==> src/hdl/rtts_pkg.sv <==
`timescale 1ns / 1ps
// Shared constants and types for the round-trip time statistics block.
package rtts_pkg;

	// Field and accumulator widths
	localparam int COUNT_BITS     = 16;
	localparam int DELAY_BITS     = 24;
	localparam int SUM_BITS       = 40;
	localparam int SQ_BITS        = 64;
	localparam int OUT_COUNT_BITS = 16;
	localparam int OUT_DELAY_BITS = 24;

	// Event kinds on the input channel
	localparam logic KIND_REQUEST = 1'b0;
	localparam logic KIND_REPLY   = 1'b1;

	// Variance datapath: n * sum_sq and sum^2 need COUNT_BITS + SQ_BITS bits
	localparam int PROD_BITS = COUNT_BITS + SQ_BITS;
	localparam int MUL_BITS  = 32;
	localparam int HALF_BITS = SUM_BITS / 2;

	// Shared divider: remainder and divisor hold n^2, quotient holds a squared delay
	localparam int DIV_BITS     = 2 * COUNT_BITS;
	localparam int QUO_BITS     = 2 * DELAY_BITS;
	localparam int DIV_CNT_BITS = $clog2(QUO_BITS + 1);

	// Queue between front and back
	localparam int QUEUE_DEPTH = 2;
	localparam int QPTR_BITS   = $clog2(QUEUE_DEPTH);

	// Statistics after one item
	typedef struct packed {
		logic [COUNT_BITS-1:0] sent;
		logic [COUNT_BITS-1:0] recv;
		logic [DELAY_BITS-1:0] min_d;
		logic [DELAY_BITS-1:0] max_d;
		logic [SUM_BITS-1:0]   sum;
		logic [SQ_BITS-1:0]    sq_sum;
	} snap_t;

	// Request to the shared divider
	typedef struct packed {
		logic                    start;
		logic [DIV_BITS-1:0]     rem_init;
		logic [QUO_BITS-1:0]     dividend;
		logic [DIV_BITS-1:0]     divisor;
		logic [DIV_CNT_BITS-1:0] steps;
	} div_req_t;

	// Status and result of the shared divider
	typedef struct packed {
		logic                busy;
		logic                done;
		logic [QUO_BITS-1:0] quot;
	} div_rsp_t;

endpackage

==> src/hdl/rtts_queue.sv <==
`timescale 1ns / 1ps
// Short snapshot queue between the front and the back parts.
module rtts_queue (
	input  logic            clk,
	input  logic            arst_n,
	input  logic            push,
	input  rtts_pkg::snap_t wr_data,
	output logic            full,
	input  logic            pop,
	output rtts_pkg::snap_t rd_data,
	output logic            empty
);
	import rtts_pkg::*;

	localparam logic [QPTR_BITS-1:0] PTR_LAST  = QPTR_BITS'(QUEUE_DEPTH - 1);
	localparam logic [QPTR_BITS:0]   CNT_FULL  = (QPTR_BITS + 1)'(QUEUE_DEPTH);

	snap_t                 mem_q [QUEUE_DEPTH];
	logic [QPTR_BITS-1:0]  wr_ptr_q;
	logic [QPTR_BITS-1:0]  rd_ptr_q;
	logic [QPTR_BITS:0]    count_q;

	assign full    = (count_q == CNT_FULL);
	assign empty   = (count_q == '0);
	assign rd_data = mem_q[rd_ptr_q];

	// Store entries
	always_ff @(posedge clk) begin
		if (push) begin
			mem_q[wr_ptr_q] <= wr_data;
		end
	end

	// Advance pointers and fill count
	always_ff @(posedge clk or negedge arst_n) begin
		if (!arst_n) begin
			wr_ptr_q <= '0;
			rd_ptr_q <= '0;
			count_q  <= '0;
		end else begin
			if (push) begin
				wr_ptr_q <= (wr_ptr_q == PTR_LAST) ? '0 : wr_ptr_q + 1'b1;
			end
			if (pop) begin
				rd_ptr_q <= (rd_ptr_q == PTR_LAST) ? '0 : rd_ptr_q + 1'b1;
			end
			if (push && !pop) begin
				count_q <= count_q + 1'b1;
			end else if (pop && !push) begin
				count_q <= count_q - 1'b1;
			end
		end
	end

`ifndef NO_ASSERTIONS
	a_no_overflow: assert property (@(posedge clk) disable iff (!arst_n)
		push |-> !full) else $error("snapshot pushed into a full queue");
	a_no_underflow: assert property (@(posedge clk) disable iff (!arst_n)
		pop |-> !empty) else $error("snapshot popped from an empty queue");
`endif

endmodule

==> config.mk <==
export PLATFORM = sky130hd
export DESIGN_NAME = rtts_queue
export DESIGN_NICKNAME = d
export VERILOG_FILES = /design/src/hdl/rtts_pkg.sv /design/src/hdl/rtts_queue.sv
export SDC_FILE = /design/constraint.sdc
export NUM_CORES = 1
export LEC_CHECK = 0
export BUFFER_PORTS_ARGS = -buffer_cell sky130_fd_sc_hd__clkbuf_2
export CAP_MARGIN = 10
export CORE_AREA = 10 10 200 155
export CTS_BUF_LIST = sky130_fd_sc_hd__clkbuf_16
export CTS_CLUSTER_DIAMETER = 40
export CTS_CLUSTER_SIZE = 24
export DETAILED_ROUTE_END_ITERATION = 8
export DIE_AREA = 0 0 210 165
export PLACE_DENSITY = 0.79
export REMOVE_ABC_BUFFERS = 1
export SYNTH_ARGS = -nofsm -noshare
export SYNTH_HDL_FRONTEND = slang
export SYNTH_SLANG_ARGS = --single-unit
==> constraint.sdc <==
create_clock -name clk -period 10.2 [get_ports clk]
set_clock_uncertainty 0.1 [all_clocks]
set_input_delay 1.53 -clock clk [delete_from_list [all_inputs] [get_ports clk]]
set_output_delay 1.53 -clock clk [all_outputs]
set_load 0.02 [all_outputs]
### Word-level counts from Yosys, hierarchy flattened

Memory sizes are Yosys's and may differ from the RTL's.
Index checks and enable logic that the tools add are counted.

| operators by class | value |
|---|---|
| add/sub/neg operators | 4 |
| equality and inequality tests | 1 |
| mux-type cells | 6 |
| reductions and logical operators | 6 |

Operators by type and width:

| cell | count |
|---|---|
| 1-bit 2-to-1 mux | 4 |
| 2-bit 2-to-1 mux | 2 |
| 1-bit adder, second input constant | 2 |
| 2-bit by 1-bit adder with 2-bit output, second input constant | 1 |
| 2-bit == test, second input constant | 1 |
| 1-bit logical AND | 2 |
| 1-bit logical NOT | 2 |
| 2-bit logical NOT | 1 |
| 2-bit nonzero test | 1 |
| 2-bit by 1-bit subtractor with 2-bit output, second input constant | 1 |

| word-level totals | value |
|---|---|
| register bits | 4 |
| bits in writable memories | 368 |
| input port bits | 188 |
| output and inout bits | 186 |
| logic and storage cells | 21 |
| memories kept | 1 |

Memory list:

| name | depth | bits a word | read ports | clocked after Yosys merged registers in | wr ports | line | RTL |
|---|---|---|---|---|---|---|---|
| mem_q | 2 | 184 | 1 | 0 | 1 | rtts_queue.sv:18 | `snap_t mem_q [QUEUE_DEPTH];` |

### Logic depth before layout (Yosys ltp)

| logic depth | value |
|---|---|
| depth after elaboration | 4 |
| depth in mapped cells | 5 |
| gate-level depth less buffers | 5 |

### Least setup slack after synthesis

No wires, ideal clock.

| path | value |
|---|---|
| path type | input to register |
| start point | input port push |
| end point | memory mem_q[0][0] (netlist bit), enable pin |
| library setup time | 0.753 ns |
| data arrival time | 9.470 ns |
| required time | 9.347 ns |
| setup slack | -0.123 ns |
| cell stages on the path | 1 |
| path buffers | 0 |
| cells stage by stage | nor2b_1 |

| on the way | value |
|---|---|
| longest elaborated chain between the ends | 2 |

RTL lines:

| item | line | RTL |
|---|---|---|
| from (decl) | rtts_queue.sv:6 | `input logic push,` |
| 1-bit 2-to-1 mux | rtts_queue.sv:29 | `if (push) begin` |
| 1-bit 2-to-1 mux (implied by the code) | rtts_queue.sv:30 | `mem_q[wr_ptr_q] <= wr_data;` |
| to (decl) | rtts_queue.sv:18 |  |

Every way passes these cells.

==> impl_metrics.ini <==
[critical_path]
cp_max_fo = 61
cp_slowest_stage_delay_ps = 880
critPathSlowestCell = buf_4
reg2reg_slack_ps = 7630
worstPathRequired_ps = 8570
crit_family = buffers and inverters
end_kind = output pin
worst-path-buf-inv = 2
crit_chain = buf_4 > mux2_2 > clkbuf_2
worst-setup-path-type = flip-flop to output pin
worstPathArrival_ps = 2770
worstSetupStartpointType = flip-flop

[floorplan]
die_h_microns = 165
start_util_pct = 52.6
die_area_sq_um = 34700
die-width_microns = 210
row_count = 52
coreArea_sq_um = 26800
num_io_pins = 374

[detailed_routing]
viasPerCell = 5.04
firstDrtPassIters = 4
drt_iter0_markers = 391
vias = 6919
wl_per_cell_microns = 22.8
drtAntennaViolNets = 0
drcViolationCount = 0
drt-total-wl_microns = 31300

[cts]
cts-hold-fix-buffers = 0
cts.clk_slew.worst_paths_ps = 60
insertion_delay_ps = 510
cts_tree = built
cts_resized = 0
cts-root-buf = clkbuf_16
cts_sinks = 372
cts-buffers-inserted = 38
post_cts_buffers = 0
clk_path_buf_depth = 3
cts_htree_levels = 2

[global_route]
grt_max_degree = 76
grt_pass1_wl_microns = 45200
antenna_found_initial = 10
grt_pass1_vias = 7392
grt_overflow = 0
grt_usage_pct = 17.2

[outcome]
outcome = complete, no violations

[flow_run]
drv_cap = 0

[sta]
fin_ws_ps = 5800
hold_ws_ps = 416
setup_viol = 0
finalHoldViolCount = 0
tightest_slew_ps = 1060
fmax_mhz = 227
relSlewSlack_pct = 29.3
drv_slew = 0
period_share_pct = 43.2
period_minus_slack_ps = 4400
rsz0062_at_grt = false

[logic_synthesis]
ys_types = 13
synth_top_area_share_pct = 78.4
synthTopCellsByArea = edfxtp_1, mux2_4, mux2_2, buf_6, dfrtp_1
synth_cells = 589
avgSynthCellArea_sq_um = 23.9
ys_top_cells_by_count = edfxtp_1, mux2_4, mux2_2
yosysWarningCount = 0
async_flop_share_pct = 1.08
synth_edf_count = 368
ys_seq_elements = 372
yosysMostFrequentCell = edfxtp_1
synth_top_area_cell = edfxtp_1
syn_area_sq_um = 14100
ys_seq_area_share_pct = 79.1
ys.flop_type = edfxtp_1

[placement]
gp_congestion = 0.739
place_ws_ps = 6300
portBuffers = 373
dp.final_hpwl_microns = 22000

[power_and_ir_drop]
peakVddDrop_uv = 222
leakagePower_nw = 7.13
pwr_density_cell_nw_per_um2 = 301

[cells_and_area]
fillers = 1829
drive_above_1_share_pct = 61.8
utilization_pct = 65.4
layout-area-overhead-vs-synth_pct = 24.5
nets = 1178

[hold_path]
hold_class = flip-flop to flip-flop
[worst reg2reg max path, delay by kind of cell (launching register included)]
| kind | cells | cell delay, ps |
|---|---|---|
| DFF | 1 | 420 |
| and+or+nand+nor | 1 | 630 |
| buffers and inverters | 1 | 930 |
[through the flow]
step	setup TNS (ps)	instance area, sq um	total power, W	instances
floorplan	-22640	13900	0.00370	568
global placement	0	16300	0.00395	1300
detailed placement	0	16300	0.00397	1300
CTS	0	17500	0.00536	1369
global route	0	17500	0.00551	1370
finish	0	17500	0.00528	1372
[path summary, 6_finish.rpt]
path,depth (start not counted),end,from
setup / recovery,3,rd_data[158],rd_ptr_q$_DFFE_PN0P_
setup reg to reg,2,mem_q[1][54]$_DFFE_PP_,wr_ptr_q$_DFFE_PN0P_
min in group asynchronous,1,rd_ptr_q$_DFFE_PN0P_,arst_n
hold reg to reg,1,count_q[1]$_DFFE_PN0P_,count_q[1]$_DFFE_PN0P_
hold / removal,1,count_q[1]$_DFFE_PN0P_,count_q[1]$_DFFE_PN0P_
max in group asynchronous,1,rd_ptr_q$_DFFE_PN0P_,arst_n
[layout by cell type (no fill, tap or decap), types with 2 or more instances in the layout]
| master | netlist | final |
|---|---|---|
| xor2_1 | 4 | 4 |
| mux2_2 | 34 | 34 |
| inv_6 | 0 | 4 |
| edfxtp_1 | 368 | 368 |
| bufinv_16 | 0 | 3 |
| clkinv_2 | 0 | 2 |
| clkinvlp_4 | 0 | 7 |
| nor2_1 | 2 | 2 |
| diode_2 | 0 | 3 |
| clkbuf_2 | 0 | 373 |
| inv_1 | 1 | 8 |
| dfrtp_1 | 4 | 3 |
| mux2_4 | 150 | 150 |
| buf_4 | 0 | 8 |
| clkbuf_16 | 0 | 39 |
| clkinv_8 | 0 | 4 |
[final cells by class]
cell class	count	area, sq um	area share, %
Antenna cell	3	7.51	0.0428
Clock buffer	39	976	5.56
Clock inverter	30	303	1.73
Inverter	1	3.75	0.0214
Multi-Input combinational cell	195	2730	15.6
Sequential cell	372	11200	63.6
Tap cell	351	439	2.50
Timing Repair Buffer	381	1930	11.0
[layer usage]
layer / wire, microns / global-route usage [%] / share of wire [%] / up-vias
met3: 3560 / 9.10 / 11 / 45
met4: 598 / 5.02 / 1.9 / 10
met5: 73 / 0 / 0.23 / -
met1: 11900 / 19.7 / 38 / 3429
met2: 15100 / 27.8 / 48 / 268
li1: - / - / - / 3167
[logic make-up after synthesis]
family | count (synthesis) | share of synthesized area, %
simple gates | 5 | 0.187
buf+inv | 22 | 1.57
xor+xnor | 5 | 0.311
flops | 372 | 79.1
fa+ha+maj | 1 | 0.0888
mux | 184 | 18.7
[state kept, by name, indices dropped and copies added, names as in the netlist]
name      cells
wr_ptr_q      1
mem_q       368
rd_ptr_q      1
count_q       2
[power by group]
part	total, W	switching (W)	internal [W]
clock	0.00137	0.000575	0.000792
sequential	0.00213	0.0000976	0.00203
combinational	0.00178	0.00104	0.000742
Power figures use the tool's default switching activity.
