File: src/hdl/rtts_pkg.sv
`timescale 1ns / 1ps
// Shared constants and types for the round-trip time statistics block.
package rtts_pkg;

	// Field and accumulator widths
	localparam int COUNT_BITS     = 16;
	localparam int DELAY_BITS     = 24;
	localparam int SUM_BITS       = 40;
	localparam int SQ_BITS        = 64;
	localparam int OUT_COUNT_BITS = 16;
	localparam int OUT_DELAY_BITS = 24;

	// Event kinds on the input channel
	localparam logic KIND_REQUEST = 1'b0;
	localparam logic KIND_REPLY   = 1'b1;

	// Variance datapath: n * sum_sq and sum^2 need COUNT_BITS + SQ_BITS bits
	localparam int PROD_BITS = COUNT_BITS + SQ_BITS;
	localparam int MUL_BITS  = 32;
	localparam int HALF_BITS = SUM_BITS / 2;

	// Shared divider: remainder and divisor hold n^2, quotient holds a squared delay
	localparam int DIV_BITS     = 2 * COUNT_BITS;
	localparam int QUO_BITS     = 2 * DELAY_BITS;
	localparam int DIV_CNT_BITS = $clog2(QUO_BITS + 1);

	// Queue between front and back
	localparam int QUEUE_DEPTH = 2;
	localparam int QPTR_BITS   = $clog2(QUEUE_DEPTH);

	// Statistics after one item
	typedef struct packed {
		logic [COUNT_BITS-1:0] sent;
		logic [COUNT_BITS-1:0] recv;
		logic [DELAY_BITS-1:0] min_d;
		logic [DELAY_BITS-1:0] max_d;
		logic [SUM_BITS-1:0]   sum;
		logic [SQ_BITS-1:0]    sq_sum;
	} snap_t;

	// Request to the shared divider
	typedef struct packed {
		logic                    start;
		logic [DIV_BITS-1:0]     rem_init;
		logic [QUO_BITS-1:0]     dividend;
		logic [DIV_BITS-1:0]     divisor;
		logic [DIV_CNT_BITS-1:0] steps;
	} div_req_t;

	// Status and result of the shared divider
	typedef struct packed {
		logic                busy;
		logic                done;
		logic [QUO_BITS-1:0] quot;
	} div_rsp_t;

endpackage

File: src/hdl/rtts_front.sv
`timescale 1ns / 1ps
// Front part: accepts events, squares the delay and updates the running totals.
module rtts_front (
	input  logic                             clk,
	input  logic                             arst_n,
	input  logic                             in_valid,
	output logic                             in_stall,
	input  logic                             kind,
	input  logic [rtts_pkg::DELAY_BITS-1:0]  delay_us,
	output logic                             push,
	output rtts_pkg::snap_t                  snap,
	input  logic                             full
);
	import rtts_pkg::*;

	localparam logic [COUNT_BITS-1:0] COUNT_MAX    = '1;

	logic                    accept;
	logic                    v_s1;
	logic                    kind_s1;
	logic [DELAY_BITS-1:0]   d_s1;
	logic [QUO_BITS-1:0]     sq_s1;
	snap_t                   st_q;
	snap_t                   nxt;
	logic [SUM_BITS:0]       sum_add;
	logic [SQ_BITS:0]        sq_add;

	// Hold the input while the update stage cannot pass its snapshot on
	assign in_stall = v_s1 & full;
	assign accept   = in_valid & ~in_stall;
	assign push     = v_s1 & ~full;

	// Stage one valid flag
	always_ff @(posedge clk or negedge arst_n) begin
		if (!arst_n) begin
			v_s1 <= 1'b0;
		end else if (accept) begin
			v_s1 <= 1'b1;
		end else if (push) begin
			v_s1 <= 1'b0;
		end
	end

	// Capture the event and square its delay
	always_ff @(posedge clk) begin
		if (accept) begin
			kind_s1 <= kind;
			d_s1    <= delay_us;
			sq_s1   <= QUO_BITS'(delay_us) * QUO_BITS'(delay_us);
		end
	end

	// Saturating sums
	assign sum_add = {1'b0, st_q.sum} + (SUM_BITS + 1)'(d_s1);
	assign sq_add  = {1'b0, st_q.sq_sum} + (SQ_BITS + 1)'(sq_s1);

	// Work out the totals after this event
	always_comb begin
		nxt = st_q;
		if (kind_s1 == KIND_REQUEST) begin
			if (st_q.sent != COUNT_MAX) begin
				nxt.sent = st_q.sent + 1'b1;
			end
		end else begin
			if (st_q.recv == '0) begin
				nxt.min_d = d_s1;
				nxt.max_d = d_s1;
			end else begin
				if (d_s1 < st_q.min_d) begin
					nxt.min_d = d_s1;
				end
				if (d_s1 > st_q.max_d) begin
					nxt.max_d = d_s1;
				end
			end
			// Leave the sums alone once the reply count has saturated
			if (st_q.recv != COUNT_MAX) begin
				nxt.recv   = st_q.recv + 1'b1;
				nxt.sum    = sum_add[SUM_BITS] ? '1 : sum_add[SUM_BITS-1:0];
				nxt.sq_sum = sq_add[SQ_BITS] ? '1 : sq_add[SQ_BITS-1:0];
			end
		end
	end

	assign snap = nxt;

	// Commit the totals as the snapshot is transferred to the queue
	always_ff @(posedge clk or negedge arst_n) begin
		if (!arst_n) begin
			st_q <= '0;
		end else if (push) begin
			st_q <= nxt;
		end
	end

endmodule

File: config.mk
export PLATFORM = sky130hd
export DESIGN_NAME = rtts_front
export DESIGN_NICKNAME = d
export VERILOG_FILES = /design/src/hdl/rtts_pkg.sv /design/src/hdl/rtts_front.sv
export SDC_FILE = /design/constraint.sdc
export NUM_CORES = 2
export LEC_CHECK = 0
export BUFFER_PORTS_ARGS = -buffer_cell sky130_fd_sc_hd__buf_4
export CAP_MARGIN = 20
export CORE_MARGIN = 8
export CORE_UTILIZATION = 46
export CTS_BUF_LIST = sky130_fd_sc_hd__clkbuf_4 sky130_fd_sc_hd__clkbuf_8 sky130_fd_sc_hd__clkbuf_16
export DETAILED_ROUTE_END_ITERATION = 16
export PLACE_DENSITY_LB_ADDON = 0.3
export SLEW_MARGIN = 5
export SYNTH_ARGS = -nofsm -noshare
export SYNTH_HDL_FRONTEND = slang
export SYNTH_SLANG_ARGS = --single-unit
File: constraint.sdc
create_clock -name clk -period 4.61 [get_ports clk]
set_input_delay 0.922 -clock clk [delete_from_list [all_inputs] [get_ports clk]]
set_output_delay 0.922 -clock clk [all_outputs]
set_load 0.02 [all_outputs]
* Word level (Yosys, flattened, before mapping) *
Index checks and enable logic that the tools add are counted.

storage, ports and cells
  logic and storage cells = 38
  flip-flop bits (word level) = 258
  input bits = 29

cells by class
  magnitude comparators = 2
  add/sub/neg operators = 4
  $mul = 1
  bitwise operators = 5
  multiplexer cells = 12
  reductions and logical operators = 2
  equality and inequality tests = 2

operators with widths
  operator                                       count
  2-to-1 mux 168 bit                             1
  2-to-1 mux 104 bit                             1
  adder 64 x 48 -> 65 bit                        1
  2-to-1 mux 64 bit                              1
  multiplier 24 x 24 -> 48 bit                   1
  2-to-1 mux 16 bit                              3
  2-to-1 mux 24 bit                              2
  2-to-1 mux 48 bit                              1
  adder 40 x 24 -> 41 bit                        1
  2-to-1 mux 40 bit                              1
  adder 16 x 1 -> 16 bit, second input constant  2
  inequality test 16 bit, second input constant  2
  > comparator 24 bit                            1
  less-than comparator 24 bit                    1
  zero test 16 bit                               1
  bitwise AND 1 bit                              3
  2-to-1 mux 1 bit                               2
  NOT 1 bit                                      2
  nonzero test 2 bit                             1

* Longest topological paths before layout *
  word-level depth = 4
  mapped depth = 28
  mapped depth without buffers = 27

* Worst setup path before layout *
No wires, ideal clock.

  kind = input to register
  start = input delay_us[15] (netlist bit)
  end = register sq_s1[38] (data pin)
  library setup time = 0.266 ns
  cell stages on the path = 25
  arrival = 7.202 ns
  slack = -2.858 ns
  data required time = 4.344 ns
  cells stage by stage = clkbuf_1 > clkbuf_1 > nand2_1 > fa_1 > inv_1 > fa_1 > inv_1 > fa_1 > inv_1 > fa_1 > fa_1 > fa_1 > inv_1 > fa_1 > inv_1 > ha_1 > nand2_1 > nor2_1 > a221oi_1 > o21ai_0 > nand4_1 > a21oi_1 > nor3_1 > o21ai_0 > xor2_1

on the way
  word-level cells in the longest chain between the ends = 1

ends and longest elaborated chain
  element                       RTL line          source
  from (decl)                   rtts_front.sv:9   input logic [rtts_pkg::DELAY_BITS-1:0] delay_us,
  multiplier 24 x 24 -> 48 bit  rtts_front.sv:49  sq_s1 <= QUO_BITS'(delay_us) * QUO_BITS'(delay_us);
  to (signal assigned)          rtts_front.sv:49
  to (decl)                     rtts_front.sv:22  logic [QUO_BITS-1:0] sq_s1;

No other way between the ends.
A chain may end at the register's enable or synchronous reset.

* Worst setup path after layout *
  start = input delay_us[4] (netlist bit)
  end = register sq_s1[47] (data pin)

Same word-level chain as after synthesis.

==> PnR_summary.wiki <==
{| class="wikitable"
! Metric !! Value
|-
| Via count of the first global-routing pass || approximately 30000
|-
| HPWL after detailed placement || approximately 76000 um
|-
| Fraction of layout instances using a drive strength above 1 || 0.3211
|-
| Final hold slack || around 0.4 ns
|-
| Least setup slack across all paths after layout || -1.937 ns
|-
| Number of sinks on the clock net || between 200 and 300
|-
| Most used routing layer || met2
|-
| Total routed wirelength || roughly 100000 um
|-
| Filler cell count || ~6000
|-
| Path class of the lowest-slack min-delay path || primary input to async pin
|-
| CORE AREA || 72710 um^2
|-
| Setup-violating endpoint count in the final report || between 150 and 200
|-
| Flip-flop cell with the highest count after synthesis || dfrtp_1
|-
| Library cell occupying the most area in the post-synthesis netlist || fa_1
|-
| Final weighted congestion of routability-driven global placement || between 0.9 and 1
|-
| Worst slew margin || 0.4282
|-
| Ant diodes || 0
|-
| Number of design rule violations left after detail routing || 0
|-
| Clock Latency Late Sink || approximately 0.60 ns
|-
| Critical Path Source Type || primary input
|-
| Pin count of the biggest net entering global routing || 86
|-
| Failing checks || setup timing
|-
| Met3 Usage GRT || 0.02048
|-
| Seq/Total Area, Yosys || 0.2006
|-
| WL per Instance || around 19 um
|-
| Clock-pin transition on the worst setup and hold timing paths || 0.07 ns
|-
| Seq. cell area || a little under 7000 um^2
|-
| Category of the critical setup timing path || primary input to flop
|-
| Pins over their slew limit || 0
|-
| Fraction of registers with async set/reset || 0.7227
|-
| I/O pins || around 220
|-
| Actual slew at the worst max-slew pin || roughly 0.86 ns
|-
| Worst reg2reg endpoint || st_q[50]$_DFFE_PN0P_
|-
| # rows || 99
|-
| Launch point of the worst path || delay_us[4]
|-
| Post-route design area || 44920 um^2
|-
| Area of the mapped netlist || 33710 um^2
|-
| Initial cell density of the core || 0.4636
|-
| Maximum frequency from static timing analysis || around 150 MHz
|-
| Count of unique library cells instantiated by Yosys || 81
|-
| Minimum period implied by the final worst setup slack || approximately 6.5 ns
|-
| Number of buffers added by the clock tree synthesis step || 30
|-
| Final layout net count || between 5000 and 6000
|-
| Worst-case clock buffer depth || 3
|-
| Die Footprint || 82190 um^2
|-
| Overall routing resource usage || 0.2352
|-
| Overall via count from detail_route || roughly 28000
|-
| R2R setup slack || between 0.6 and 0.7 ns
|-
| Cell chosen for the clock root || clkbuf_16
|-
| Outcome || complete, but fails checks
|-
| Crit path arrival time || 6.89 ns
|-
| Placed standard-cell area || approximately 40000 um^2
|-
| Hold Fails Final Rpt || 0
|-
| CTS H-tree lvls || 1
|-
| GR Layer Usage met1 || 0.2911
|-
| Remaining antenna violation count after routing || 0
|-
| CP Capture Type || flop
|-
| Worst endpoint required time || approximately 5.0 ns
|-
| Biggest area contributors in the synthesized netlist || fa_1, dfrtp_1, ha_1
|-
| Count of input and output buffers || between 200 and 250
|-
| DIE HEIGHT || 286.7 um
|-
| CTS tree || built
|-
| Avg Cell Area, Syn || approximately 9.1 um^2
|-
| Yosys warning total || 0
|-
| Antenna violations before repair || 0
|-
| Synthesized instance count || 3700
|-
| Number of synthesized flops with an enable pin || just over 70
|-
| Layout Area Growth over Synthesis || 33.27%
|-
| Via density per instance || 5.379
|-
| RSZ-0062 raised after global routing || true
|-
| Grt met2 use || 0.4319
|-
| Syn Nets || about 4500
|-
| Top fanout value on the critical path || 7
|-
| Maximum capacitance violations || 0
|-
| Final cycle utilization of the critical path || 1.420
|-
| Detailed-routing iteration count for the pre-antenna-repair pass || 6
|-
| Worst reg2reg path startpoint || d_s1[0]$_DFFE_PP_
|-
| Synthesized flop and latch total || 256
|-
| First-pass GRT wire length || roughly 160000 um
|-
| Number of cell instances on the worst register-to-register path || 17
|-
| Die W || around 290 um
|-
| Top-area cell type share of the netlist area || 0.2512
|-
| Area of the multi-input gates || 26800 um^2
|-
| Grt ovf || 0
|-
| Maximum clock skew at final layout || ~0.019 ns
|-
| Number of DRC markers in iteration 0 || 1794
|}
cells in the final DEF, fill, tap and decap left out, drive strengths merged, types with 86 or more instances in the layout:
| master | n |
|---|---|
| buf | 708 |
| a21oi | 159 |
| ha | 299 |
| mux2 | 138 |
| a21o | 86 |
| inv | 615 |
| and2 | 123 |
| nand2 | 485 |
| dfrtp | 185 |
| nor2 | 174 |
| fa | 423 |
| o21ai | 186 |
| xnor2 | 108 |
registers in the layout (all words and copies together), names as in the netlist:
signal   cells
st_q       184
sq_s1       46
d_s1        24
kind_s1      1
v_s1         1
worst max-delay path by stage:
stage	to	slack, ns	cells past startpoint
detailed placement	sq_s1[47]$_DFFE_PP_	-2.77	22
CTS	sq_s1[47]$_DFFE_PP_	-1.88	26
global placement	sq_s1[47]$_DFFE_PP_	-2.71	28
finish	sq_s1[47]$_DFFE_PP_	-1.94	28
floorplan	sq_s1[47]$_DFFE_PP_	-2.25	27
global route	sq_s1[40]$_DFFE_PP_	-2.12	28
kinds of logic after synthesis:
family,after synthesis,synth area share
multiplexers,147,0.04878
adder cells (fa/ha/maj),722,0.3622
buffers and inverters,762,0.08578
flip-flops,256,0.2006
AND/OR/NAND/NOR,1022,0.1398
XOR/XNOR,166,0.04313
AO/OA/AOI/OAI,625,0.1197
worst max-delay path, cell delays in order:
cell,delay [ns]
buf_12,0.12
buf_8,0.13
nand2_4,0.06
inv_2,0.04
fa_1,0.50
fa_1,0.54
inv_2,0.04
fa_1,0.56
inv_2,0.05
fa_1,0.54
inv_1,0.05
fa_1,0.47
inv_1,0.05
fa_1,0.49
inv_2,0.04
fa_1,0.49
inv_2,0.05
ha_4,0.28
a21oi_4,0.06
o21ai_2,0.18
a21oi_2,0.09
o211ai_1,0.20
a21oi_2,0.07
o21ai_2,0.22
a21oi_2,0.11
o41ai_2,0.29
a21oi_1,0.12
xnor2_1,0.14
metal layers:
| metal | part of all wire | routed length (um) |
|---|---|---|
| met4 | 0.034 | 3376 |
| met1 | 0.39 | 38630 |
| met5 | 0 | 0 |
| met2 | 0.52 | 51700 |
| met3 | 0.049 | 4870 |
final cells by class:
type,instances,share of cell area
multi-input cells,2682,0.5965
flip-flops and latches,256,0.1505
clock buffers,36,0.01891
repair buffers,713,0.1516
clock inverters,20,0.003983
inverters,615,0.05181
well taps,959,0.02671
cell usage after synthesis (5+ instances only):
cell and number:
a21o_1 86, dfrtp_1 185, nor3_1 33, o21ai_0 176
a31oi_1 29, nor4_1 14, a211oi_1 13, nand4_1 52
a21boi_0 7, buf_2 11, mux2_2 138, or3_1 6
o31ai_1 7, nor2_1 174, and2_1 123, clkbuf_1 128
and3_1 29, ha_1 299, nand2_1 484, a21oi_1 157
inv_1 613, nand3_1 49, o21bai_1 26, o22a_1 24
edfxtp_1 71, a211o_1 7, nor2b_1 22, xor2_1 58
and4_1 6, o21a_1 25, xnor2_1 108, nand2b_1 13
fa_1 423, o21ai_1 9, mux2i_1 9, o211ai_1 8
o22ai_1 5, or2_2 7
what timing repair did:
item | CTS | global route
hold buffers | 0 | 0
resized for setup | 587 | 290
gates cloned | 8 | 3
setup buffers | 89 | 47
setup endpoints to repair | 184 | 192
pin swaps | 237 | 117
through the flow:
| step | setup TNS (ns) | instances | utilization | setup WS [ns] |
|---|---|---|---|---|
| after global routing | -106.37 | 5281 | 0.6178 | -2.123 |
| final | -78.91 | 5281 | 0.6178 | -1.937 |
| after CTS | -68.38 | 5241 | 0.5972 | -1.883 |
| after floorplan | -62.51 | 3700 | - | -2.248 |
| after global placement | -87.99 | 5098 | 0.5429 | -2.707 |
| after detailed placement | -90.87 | 5098 | 0.5429 | -2.773 |
Power is left out: the tool's default activity adds up to more than one toggle a clock period on the data nets, which glitch-free logic cannot reach.
