<file path="config.mk">
export PLATFORM = sky130hd
export DESIGN_NAME = rtts_divider
export DESIGN_NICKNAME = d
export VERILOG_FILES = /design/src/hdl/rtts_pkg.sv /design/src/hdl/rtts_divider.sv
export SDC_FILE = /design/constraint.sdc
export NUM_CORES = 1
export LEC_CHECK = 0
export ABC_AREA = 1
export BUFFER_PORTS_ARGS = -buffer_cell sky130_fd_sc_hd__buf_2
export CAP_MARGIN = 5
export CORE_MARGIN = 1
export CORE_UTILIZATION = 40
export DETAILED_ROUTE_END_ITERATION = 16
export PLACE_DENSITY = 0.61
export SETUP_SLACK_MARGIN = 0.4
export SLEW_MARGIN = 20
export SYNTH_ARGS = -nofsm -noshare
export SYNTH_HDL_FRONTEND = slang
export SYNTH_SLANG_ARGS = --single-unit
</file>
<file path="constraint.sdc">
create_clock -name clk -period 6.9 [get_ports clk]
set_input_delay 0.345 -clock clk [delete_from_list [all_inputs] [get_ports clk]]
set_output_delay 0.345 -clock clk [all_outputs]
set_load 0.005 [all_outputs]
</file>
<file path="src/hdl/rtts_pkg.sv">
`timescale 1ns / 1ps
// Shared constants and types for the round-trip time statistics block.
package rtts_pkg;

	// Field and accumulator widths
	localparam int COUNT_BITS     = 16;
	localparam int DELAY_BITS     = 24;
	localparam int SUM_BITS       = 40;
	localparam int SQ_BITS        = 64;
	localparam int OUT_COUNT_BITS = 16;
	localparam int OUT_DELAY_BITS = 24;

	// Event kinds on the input channel
	localparam logic KIND_REQUEST = 1'b0;
	localparam logic KIND_REPLY   = 1'b1;

	// Variance datapath: n * sum_sq and sum^2 need COUNT_BITS + SQ_BITS bits
	localparam int PROD_BITS = COUNT_BITS + SQ_BITS;
	localparam int MUL_BITS  = 32;
	localparam int HALF_BITS = SUM_BITS / 2;

	// Shared divider: remainder and divisor hold n^2, quotient holds a squared delay
	localparam int DIV_BITS     = 2 * COUNT_BITS;
	localparam int QUO_BITS     = 2 * DELAY_BITS;
	localparam int DIV_CNT_BITS = $clog2(QUO_BITS + 1);

	// Queue between front and back
	localparam int QUEUE_DEPTH = 2;
	localparam int QPTR_BITS   = $clog2(QUEUE_DEPTH);

	// Statistics after one item
	typedef struct packed {
		logic [COUNT_BITS-1:0] sent;
		logic [COUNT_BITS-1:0] recv;
		logic [DELAY_BITS-1:0] min_d;
		logic [DELAY_BITS-1:0] max_d;
		logic [SUM_BITS-1:0]   sum;
		logic [SQ_BITS-1:0]    sq_sum;
	} snap_t;

	// Request to the shared divider
	typedef struct packed {
		logic                    start;
		logic [DIV_BITS-1:0]     rem_init;
		logic [QUO_BITS-1:0]     dividend;
		logic [DIV_BITS-1:0]     divisor;
		logic [DIV_CNT_BITS-1:0] steps;
	} div_req_t;

	// Status and result of the shared divider
	typedef struct packed {
		logic                busy;
		logic                done;
		logic [QUO_BITS-1:0] quot;
	} div_rsp_t;

endpackage

</file>
<file path="src/hdl/rtts_divider.sv">
`timescale 1ns / 1ps
// Shared restoring divider, one quotient bit per cycle.
module rtts_divider (
	input  logic               clk,
	input  logic               arst_n,
	input  rtts_pkg::div_req_t req,
	output rtts_pkg::div_rsp_t rsp
);
	import rtts_pkg::*;

	logic                    busy_q;
	logic                    done_q;
	logic [DIV_CNT_BITS-1:0] cnt_q;
	logic [DIV_BITS-1:0]     rem_q;
	logic [DIV_BITS-1:0]     dvs_q;
	logic [QUO_BITS-1:0]     dvd_q;
	logic [QUO_BITS-1:0]     quo_q;
	logic [DIV_BITS:0]       trial;
	logic                    q_bit;
	logic [DIV_BITS:0]       diff;

	// Shift in the next dividend bit and try the subtraction
	assign trial = {rem_q, dvd_q[QUO_BITS-1]};
	assign q_bit = (trial >= {1'b0, dvs_q});
	assign diff  = trial - {1'b0, dvs_q};

	// Sequence the steps
	always_ff @(posedge clk or negedge arst_n) begin
		if (!arst_n) begin
			busy_q <= 1'b0;
			done_q <= 1'b0;
			cnt_q  <= '0;
		end else if (req.start) begin
			busy_q <= 1'b1;
			done_q <= 1'b0;
			cnt_q  <= req.steps - 1'b1;
		end else if (busy_q) begin
			cnt_q <= cnt_q - 1'b1;
			if (cnt_q == '0) begin
				busy_q <= 1'b0;
				done_q <= 1'b1;
			end
		end else begin
			done_q <= 1'b0;
		end
	end

	// Load operands or take one step; the remainder stays below the divisor
	always_ff @(posedge clk) begin
		if (req.start) begin
			rem_q <= req.rem_init;
			dvs_q <= req.divisor;
			dvd_q <= req.dividend;
			quo_q <= '0;
		end else if (busy_q) begin
			rem_q <= q_bit ? diff[DIV_BITS-1:0] : trial[DIV_BITS-1:0];
			dvd_q <= {dvd_q[QUO_BITS-2:0], 1'b0};
			quo_q <= {quo_q[QUO_BITS-2:0], q_bit};
		end
	end

	assign rsp.busy = busy_q;
	assign rsp.done = done_q;
	assign rsp.quot = quo_q;

endmodule

</file>
# --- Word-level counts from Yosys, hierarchy flattened ---
# Cells that the tools add are included.
totals:
  ff_bits: 168
  latch_bits: 0
  mem_bits_rw: 0
  romBits: 0
  inputBits: 121
  out_inout_bits: 50
  word_cells: 27
  mem_count: 0
classes:
  add_sub_neg: 3
  mul: 0
  div_mod_pow: 0
  n_lt_le_gt_ge: 1
  eq_ne: 1
  n_shift: 0
  n_mux: 13
  bitwise_logic: 0
  reduce_logical: 2
op_table:
  columns: ["cell", "n"]
  rows:
  - ["32-bit 2-to-1 mux", 3]
  - ["48-bit 2-to-1 mux", 2]
  - ["33-bit by 32-bit greater-or-equal comparator with 1-bit output", 1]
  - ["32-bit subtractor", 1]
  - ["6-bit 2-to-1 mux", 2]
  - ["6-bit by 1-bit subtractor with 6-bit output (second input constant)", 2]
  - ["6-bit zero test", 1]
  - ["1-bit 2-to-1 mux", 6]
  - ["3-bit by 2-bit inequality test with 1-bit output (second input constant)", 1]
  - ["2-bit nonzero test", 1]

# --- Logic depth before layout (Yosys ltp) ---
logic_depth:
  word_depth: 4
  mapped_depth: 17
  ltp_nobuf: 16

# --- Worst setup path before layout ---
# OpenSTA, ideal clock, no wires.
synth_path:
  kind: "input to register"
  startpoint: "input req[118] in the netlist's numbering"
  endpoint: "register dvd_q[0] (enable)"
  setup_ns: 0.476
  arrival_time_ns: 3.082
  required_ns: 6.424
  slack_ns: 3.343
  path_stages: 4
  path_buffers: 2
  cell_sequence: "buf_2 nor2_1 inv_2 clkbuf_1"
synth_via:
  elab_chain_len: 1
synth_rtl:
  columns: ["element", "line_no", "text"]
  rows:
  - ["from (decl)", "rtts_divider.sv:6", "input rtts_pkg::div_req_t req,"]
  - ["2-bit nonzero test (no line)", null, null]
  - ["to (signal assigned)", "rtts_divider.sv:53", "dvd_q <= req.dividend;"]
  - ["to (signal assigned)", "rtts_divider.sv:57", "dvd_q <= {dvd_q[QUO_BITS-2:0], 1'b0};"]
  - ["to (decl)", "rtts_divider.sv:16", "logic [QUO_BITS-1:0] dvd_q;"]
# Every way passes these cells.
# A chain may end at the register's enable or synchronous reset.

# --- Final worst setup path ---
layout_path:
  startpoint: "input req[118] in the netlist's numbering"
  endpoint: "register cnt_q[5]"
layout_via:
  elab_chain_len: 1
  word_cells_on_any_way: 2
  cone_classes: "1 x mux; 1 x reduce/logical"
layout_rtl:
  columns: ["element", "line_no", "text"]
  rows:
  - ["6-bit 2-to-1 mux or 2-bit nonzero test (tied branches)", null, null]
  - ["to (signal assigned)", "rtts_divider.sv:36", "cnt_q <= req.steps - 1'b1;"]
  - ["to (signal assigned)", "rtts_divider.sv:38", "cnt_q <= cnt_q - 1'b1;"]
  - ["to (decl)", "rtts_divider.sv:13", "logic [DIV_CNT_BITS-1:0] cnt_q;"]
# Several ways; a longest one is shown, not always the timed one.

==> report_table.html <==
<table>
<tr><th>Metric</th><th>Value</th></tr>
<tr><th colspan="2">CTS</th></tr>
<tr><td>Clock network latency to the later pin of the worst-skew pair</td><td>between 0.4 and 0.5 ns</td></tr>
<tr><td>Post-CTS setup buffer count</td><td>0</td></tr>
<tr><td>Clock transition at path regs</td><td>0.07 ns</td></tr>
<tr><td>CTS tree</td><td>yes</td></tr>
<tr><td>Clock sink count</td><td>roughly 170</td></tr>
<tr><td>Max clock buf depth</td><td>2</td></tr>
<tr><td>Number of levels the H-tree was split into</td><td>4</td></tr>
<tr><td>Clk root buf</td><td>clkbuf_16</td></tr>
<tr><td>Cts bufs inserted</td><td>17</td></tr>
<tr><th colspan="2">Placed design</th></tr>
<tr><td>Buffers added on ports</td><td>170</td></tr>
<tr><td>Sum of net half-perimeters after detailed placement</td><td>about 17000 um</td></tr>
<tr><td>Routability-driven placement congestion ratio</td><td>between 0.9 and 1</td></tr>
<tr><th colspan="2">Global routing</th></tr>
<tr><td>Residual overflow from global routing</td><td>0</td></tr>
<tr><td>Wire length of the first global-routing pass</td><td>37930 um</td></tr>
<tr><td>Maximum number of pins on one net before global-route repair</td><td>approximately 90</td></tr>
<tr><td>Vias in the first global route</td><td>roughly 7700</td></tr>
<tr><td>Number of antenna violations at the first check in global routing</td><td>6</td></tr>
<tr><td>Global-route total usage across every layer</td><td>approximately a fifth</td></tr>
<tr><th colspan="2">Critical path</th></tr>
<tr><td>Worst reg-to-reg path cell count</td><td>12</td></tr>
<tr><td>Worst setup path class</td><td>in2reg</td></tr>
<tr><td>Reg-to-Reg Start</td><td>rem_q[21]</td></tr>
<tr><td>Worst R2R End</td><td>rem_q[14]</td></tr>
<tr><td>Worst EP arrival</td><td>3.58 ns</td></tr>
<tr><td>Kind of start point of the critical path</td><td>input port</td></tr>
<tr><td>Critical path required time</td><td>about 7.2 ns</td></tr>
<tr><td>Largest fanout on the critical path</td><td>a little under 90</td></tr>
<tr><td>Critical-path top delay cell</td><td>buf_4</td></tr>
<tr><td>CP max stage delay</td><td>between 0.7 and 0.8 ns</td></tr>
<tr><td>Cells along the critical path</td><td>buf_4 &gt; buf_4 &gt; inv_2 &gt; buf_4 &gt; or2_2 &gt; o21ai_0 &gt; nand3_1 &gt; nor2_1 &gt; nand2_1 &gt; xor2_1 &gt; nand2_1 &gt; nand2_1</td></tr>
<tr><td>Category of the worst setup path capture point</td><td>register</td></tr>
<tr><td>Worst reg2reg setup slack</td><td>4.15 ns</td></tr>
<tr><th colspan="2">Timing</th></tr>
<tr><td>Final period util</td><td>roughly 47%</td></tr>
<tr><td>Final critical-path required period</td><td>3.266 ns</td></tr>
<tr><td>Final Hold Fails</td><td>0</td></tr>
<tr><td>Highest clock rate</td><td>0.3062 GHz</td></tr>
<tr><td>Number of failing setup endpoints in the final timing report</td><td>0</td></tr>
<tr><td>Worst hold slack</td><td>around 0.09 ns</td></tr>
<tr><td>Slew headroom</td><td>40.19%</td></tr>
<tr><td>Pin slew with the least headroom to its limit</td><td>~0.9 ns</td></tr>
<tr><td>Final slew viol count</td><td>0</td></tr>
<tr><td>Post-route setup TNS</td><td>0 ns</td></tr>
<tr><td>Final worst clock skew</td><td>0.01567 ns</td></tr>
<tr><td>Setup repair after global routing missed its margin</td><td>false</td></tr>
<tr><th colspan="2">Route</th></tr>
<tr><td>Routed wire per std cell</td><td>13.65 um</td></tr>
<tr><td>Overall via count from detail_route</td><td>7975</td></tr>
<tr><td>Antenna-violating nets left</td><td>0</td></tr>
<tr><td>DRT Pass-1 Iters</td><td>5</td></tr>
<tr><td>Number of DRC markers in iteration 0</td><td>between 400 and 500</td></tr>
<tr><td>Final Routed Wirelength</td><td>roughly 23000 um</td></tr>
<tr><td>Drt drc</td><td>0</td></tr>
<tr><td>Via count normalized by instance count</td><td>~4.6</td></tr>
<tr><th colspan="2">Synth</th></tr>
<tr><td>Main combinational cell family by area after synthesis</td><td>simple AND/OR/NAND/NOR gates</td></tr>
<tr><td>Post-Synth Adder-Cell Area</td><td>between 4 and 5%</td></tr>
<tr><td>Most used standard cells in the synthesized netlist</td><td>488 x nand2_1, 212 x inv_1, 112 x edfxtp_1</td></tr>
<tr><td>Proportion of synthesized flip-flops having asynchronous set or reset</td><td>under 10%</td></tr>
<tr><td>Xor/xnor cell area share of the yosys netlist</td><td>1.475%</td></tr>
<tr><td>Synth Register Bits</td><td>168</td></tr>
<tr><td>Most used standard cell by instance count after synthesis</td><td>nand2_1</td></tr>
<tr><td>Total standard cell area after synthesis</td><td>between 9000 and 10000 um^2</td></tr>
<tr><td>Post-synthesis share of cell area spent on and, or, nand and nor gates</td><td>a little under a third</td></tr>
<tr><td>Cell types with the largest area share after synthesis</td><td>edfxtp_1 35%, nand2_1 19%, dfxtp_1 10%</td></tr>
<tr><td>Area share of the largest cell type after synthesis</td><td>approximately 35%</td></tr>
<tr><td>Sequential cell area fraction in the yosys report</td><td>47.64%</td></tr>
<tr><td>Post-Syn Area per Cell</td><td>just under 8 um^2</td></tr>
<tr><td>Cell type contributing the most total cell area after synthesis</td><td>edfxtp_1</td></tr>
<tr><td>Cell count after synthesis</td><td>between 1000 and 1500</td></tr>
<tr><td>Multiplexer share of the synthesized area</td><td>0.3162%</td></tr>
<tr><td>Synthesis warning total</td><td>0</td></tr>
<tr><td>Synth Area in Compound Gates</td><td>4.901%</td></tr>
<tr><td>Synth Flop Type</td><td>edfxtp_1</td></tr>
<tr><td>Distinct cell type count of the synthesized netlist</td><td>between 40 and 50</td></tr>
<tr><td>Nets in the synthesized netlist</td><td>~1400</td></tr>
<tr><td>EDFF count, synth</td><td>around 110</td></tr>
<tr><th colspan="2">Power and ir drop</th></tr>
<tr><td>Power Dens Cells</td><td>about 360 nW/um^2</td></tr>
<tr><td>Maximum VDD drop</td><td>232.4 uV</td></tr>
<tr><td>Leakage power</td><td>0.005740 uW</td></tr>
<tr><th colspan="2">Final layout</th></tr>
<tr><td>Layout Nets</td><td>~1500</td></tr>
<tr><td>P&amp;R area growth vs syn</td><td>17.94%</td></tr>
<tr><td>Layout cell share with drive strength beyond 1</td><td>between 15 and 20%</td></tr>
<tr><th colspan="2">Die</th></tr>
<tr><td>Initial cell density of the core</td><td>slightly above 40%</td></tr>
<tr><td>Die Wd</td><td>156.1 um</td></tr>
<tr><td>Area of the core</td><td>around 23000 um^2</td></tr>
<tr><td>Die Y</td><td>roughly 160 um</td></tr>
<tr><td>Cell row count</td><td>between 50 and 60</td></tr>
<tr><td>Area of the die</td><td>between 20000 and 25000 um^2</td></tr>
<tr><td>Count of boundary I/O pins</td><td>~170</td></tr>
<tr><th colspan="2">Min path</th></tr>
<tr><td>Destination of the worst hold path</td><td>dvs_q[7]</td></tr>
<tr><td>Worst Hold Launch</td><td>req[13]</td></tr>
<tr><td>HP Class</td><td>in2reg</td></tr>
<tr><td>Hold path depth</td><td>1</td></tr>
<tr><th colspan="2">Status</th></tr>
<tr><td>Result of the run</td><td>finished clean</td></tr>
<tr><th colspan="2">Job</th></tr>
<tr><td>Number of maximum-capacitance violations</td><td>0</td></tr>
</table>
## logic make-up (layout without fill, tap and decap cells)
logic type	Yosys count	after routing
AO/OA/AOI/OAI	79	79
XOR/XNOR	16	16
AND/OR/NAND/NOR	671	671
multiplexers	3	3
adder cells (fa/ha/maj)	34	34
other	0	4
buffers and inverters	258	425
flip-flops	168	168
## critical path: cells and delay by family
family	cells	cell delay [ns]
buffers and inverters	4	2.08
and+or+nand+nor	6	0.82
xor gates and xnor gates	1	0.15
AOI/OAI and AO/OA	1	0.12
## registers in the layout (all words and copies together), names as in the netlist
| signal | flops |
|---|---|
| quo_q | 48 |
| cnt_q | 6 |
| busy_q | 1 |
| rem_q | 32 |
| done_q | 1 |
| dvd_q | 48 |
| dvs_q | 32 |
## power breakdown
part	total (uW)	switching, uW	internal (uW)
Sequential	1340	73.7	1270
Clock	988	464	523
Combinational	1720	1100	622
## through the flow
step / util, % / std cells / cell area [um^2] / setup WS (ns) / power, uW
final: 47.87 / 1719 / 11200 / 3.634 / 4048
after global routing: 47.83 / 1716 / 11190 / 3.294 / 4387
after CTS: 47.82 / 1715 / 11190 / 3.609 / 4091
after detailed placement: 45.17 / 1682 / 10570 / 3.157 / 3080
after global placement: 45.17 / 1682 / 10570 / 3.251 / 3063
after floorplan: - / 1229 / 9498 / 3.343 / 2687
## metal layers
| metal | wire length, um | GRT usage (%) | vias up |
|---|---|---|---|
| met1 | 11020 | 25.75 | 3573 |
| met4 | 233 | 3.968 | 8 |
| met3 | 1587 | 5.500 | 28 |
| met2 | 10580 | 32.80 | 184 |
| met5 | 41 | 0 | - |
| li1 | - | - | 4182 |
## timing repair
| item | 4_1_cts | 5_1_grt |
|---|---|---|
| hold buffers | 1 | 0 |
| hold endpoints to repair | 8 | 0 |
| gates resized for setup | 0 | 0 |
## worst max-delay path by stage
| stage | to | startpoint | slack, ns | cells after the start |
|---|---|---|---|---|
| after floorplan | dvd_q[0] | req[118] | 3.34 | 4 |
| after global placement | cnt_q[5] | req[118] | 3.25 | 12 |
| after detailed placement | cnt_q[5] | req[118] | 3.16 | 12 |
| after CTS | cnt_q[4] | req[118] | 3.61 | 10 |
| after global routing | cnt_q[4] | req[118] | 3.29 | 10 |
| final | cnt_q[5] | req[118] | 3.63 | 12 |
## cell usage in the layout (no fill, tap or decap), types with 3 or more instances in the layout
master,n
nor2_1,45
inv_1,211
nand3_2,6
nor2_2,7
diode_2,4
ha_1,33
edfxtp_1,112
nand2_2,7
nand2_1,488
o22ai_1,46
nand3b_1,26
buf_4,5
buf_2,169
clkbuf_16,17
or2_2,4
xnor2_1,14
inv_8,4
o21ai_0,12
and2_1,3
nand4_1,10
nand3_1,68
inv_2,4
clkinv_8,4
dfxtp_1,48
dfrtp_1,8
mux2i_1,3
a21oi_1,16
## final cells by class
cell class              instances  area [um^2]
clock inverters                14        182.7
flip-flops and latches        168         4524
inverters                     218        820.8
clock buffers                  18        429.2
fillers                      2379        12200
repair buffers                175        893.4
diodes                          4        10.01
multi-input cells             803         3943
well taps                     319        399.1
Power figures use the tool's default switching activity.
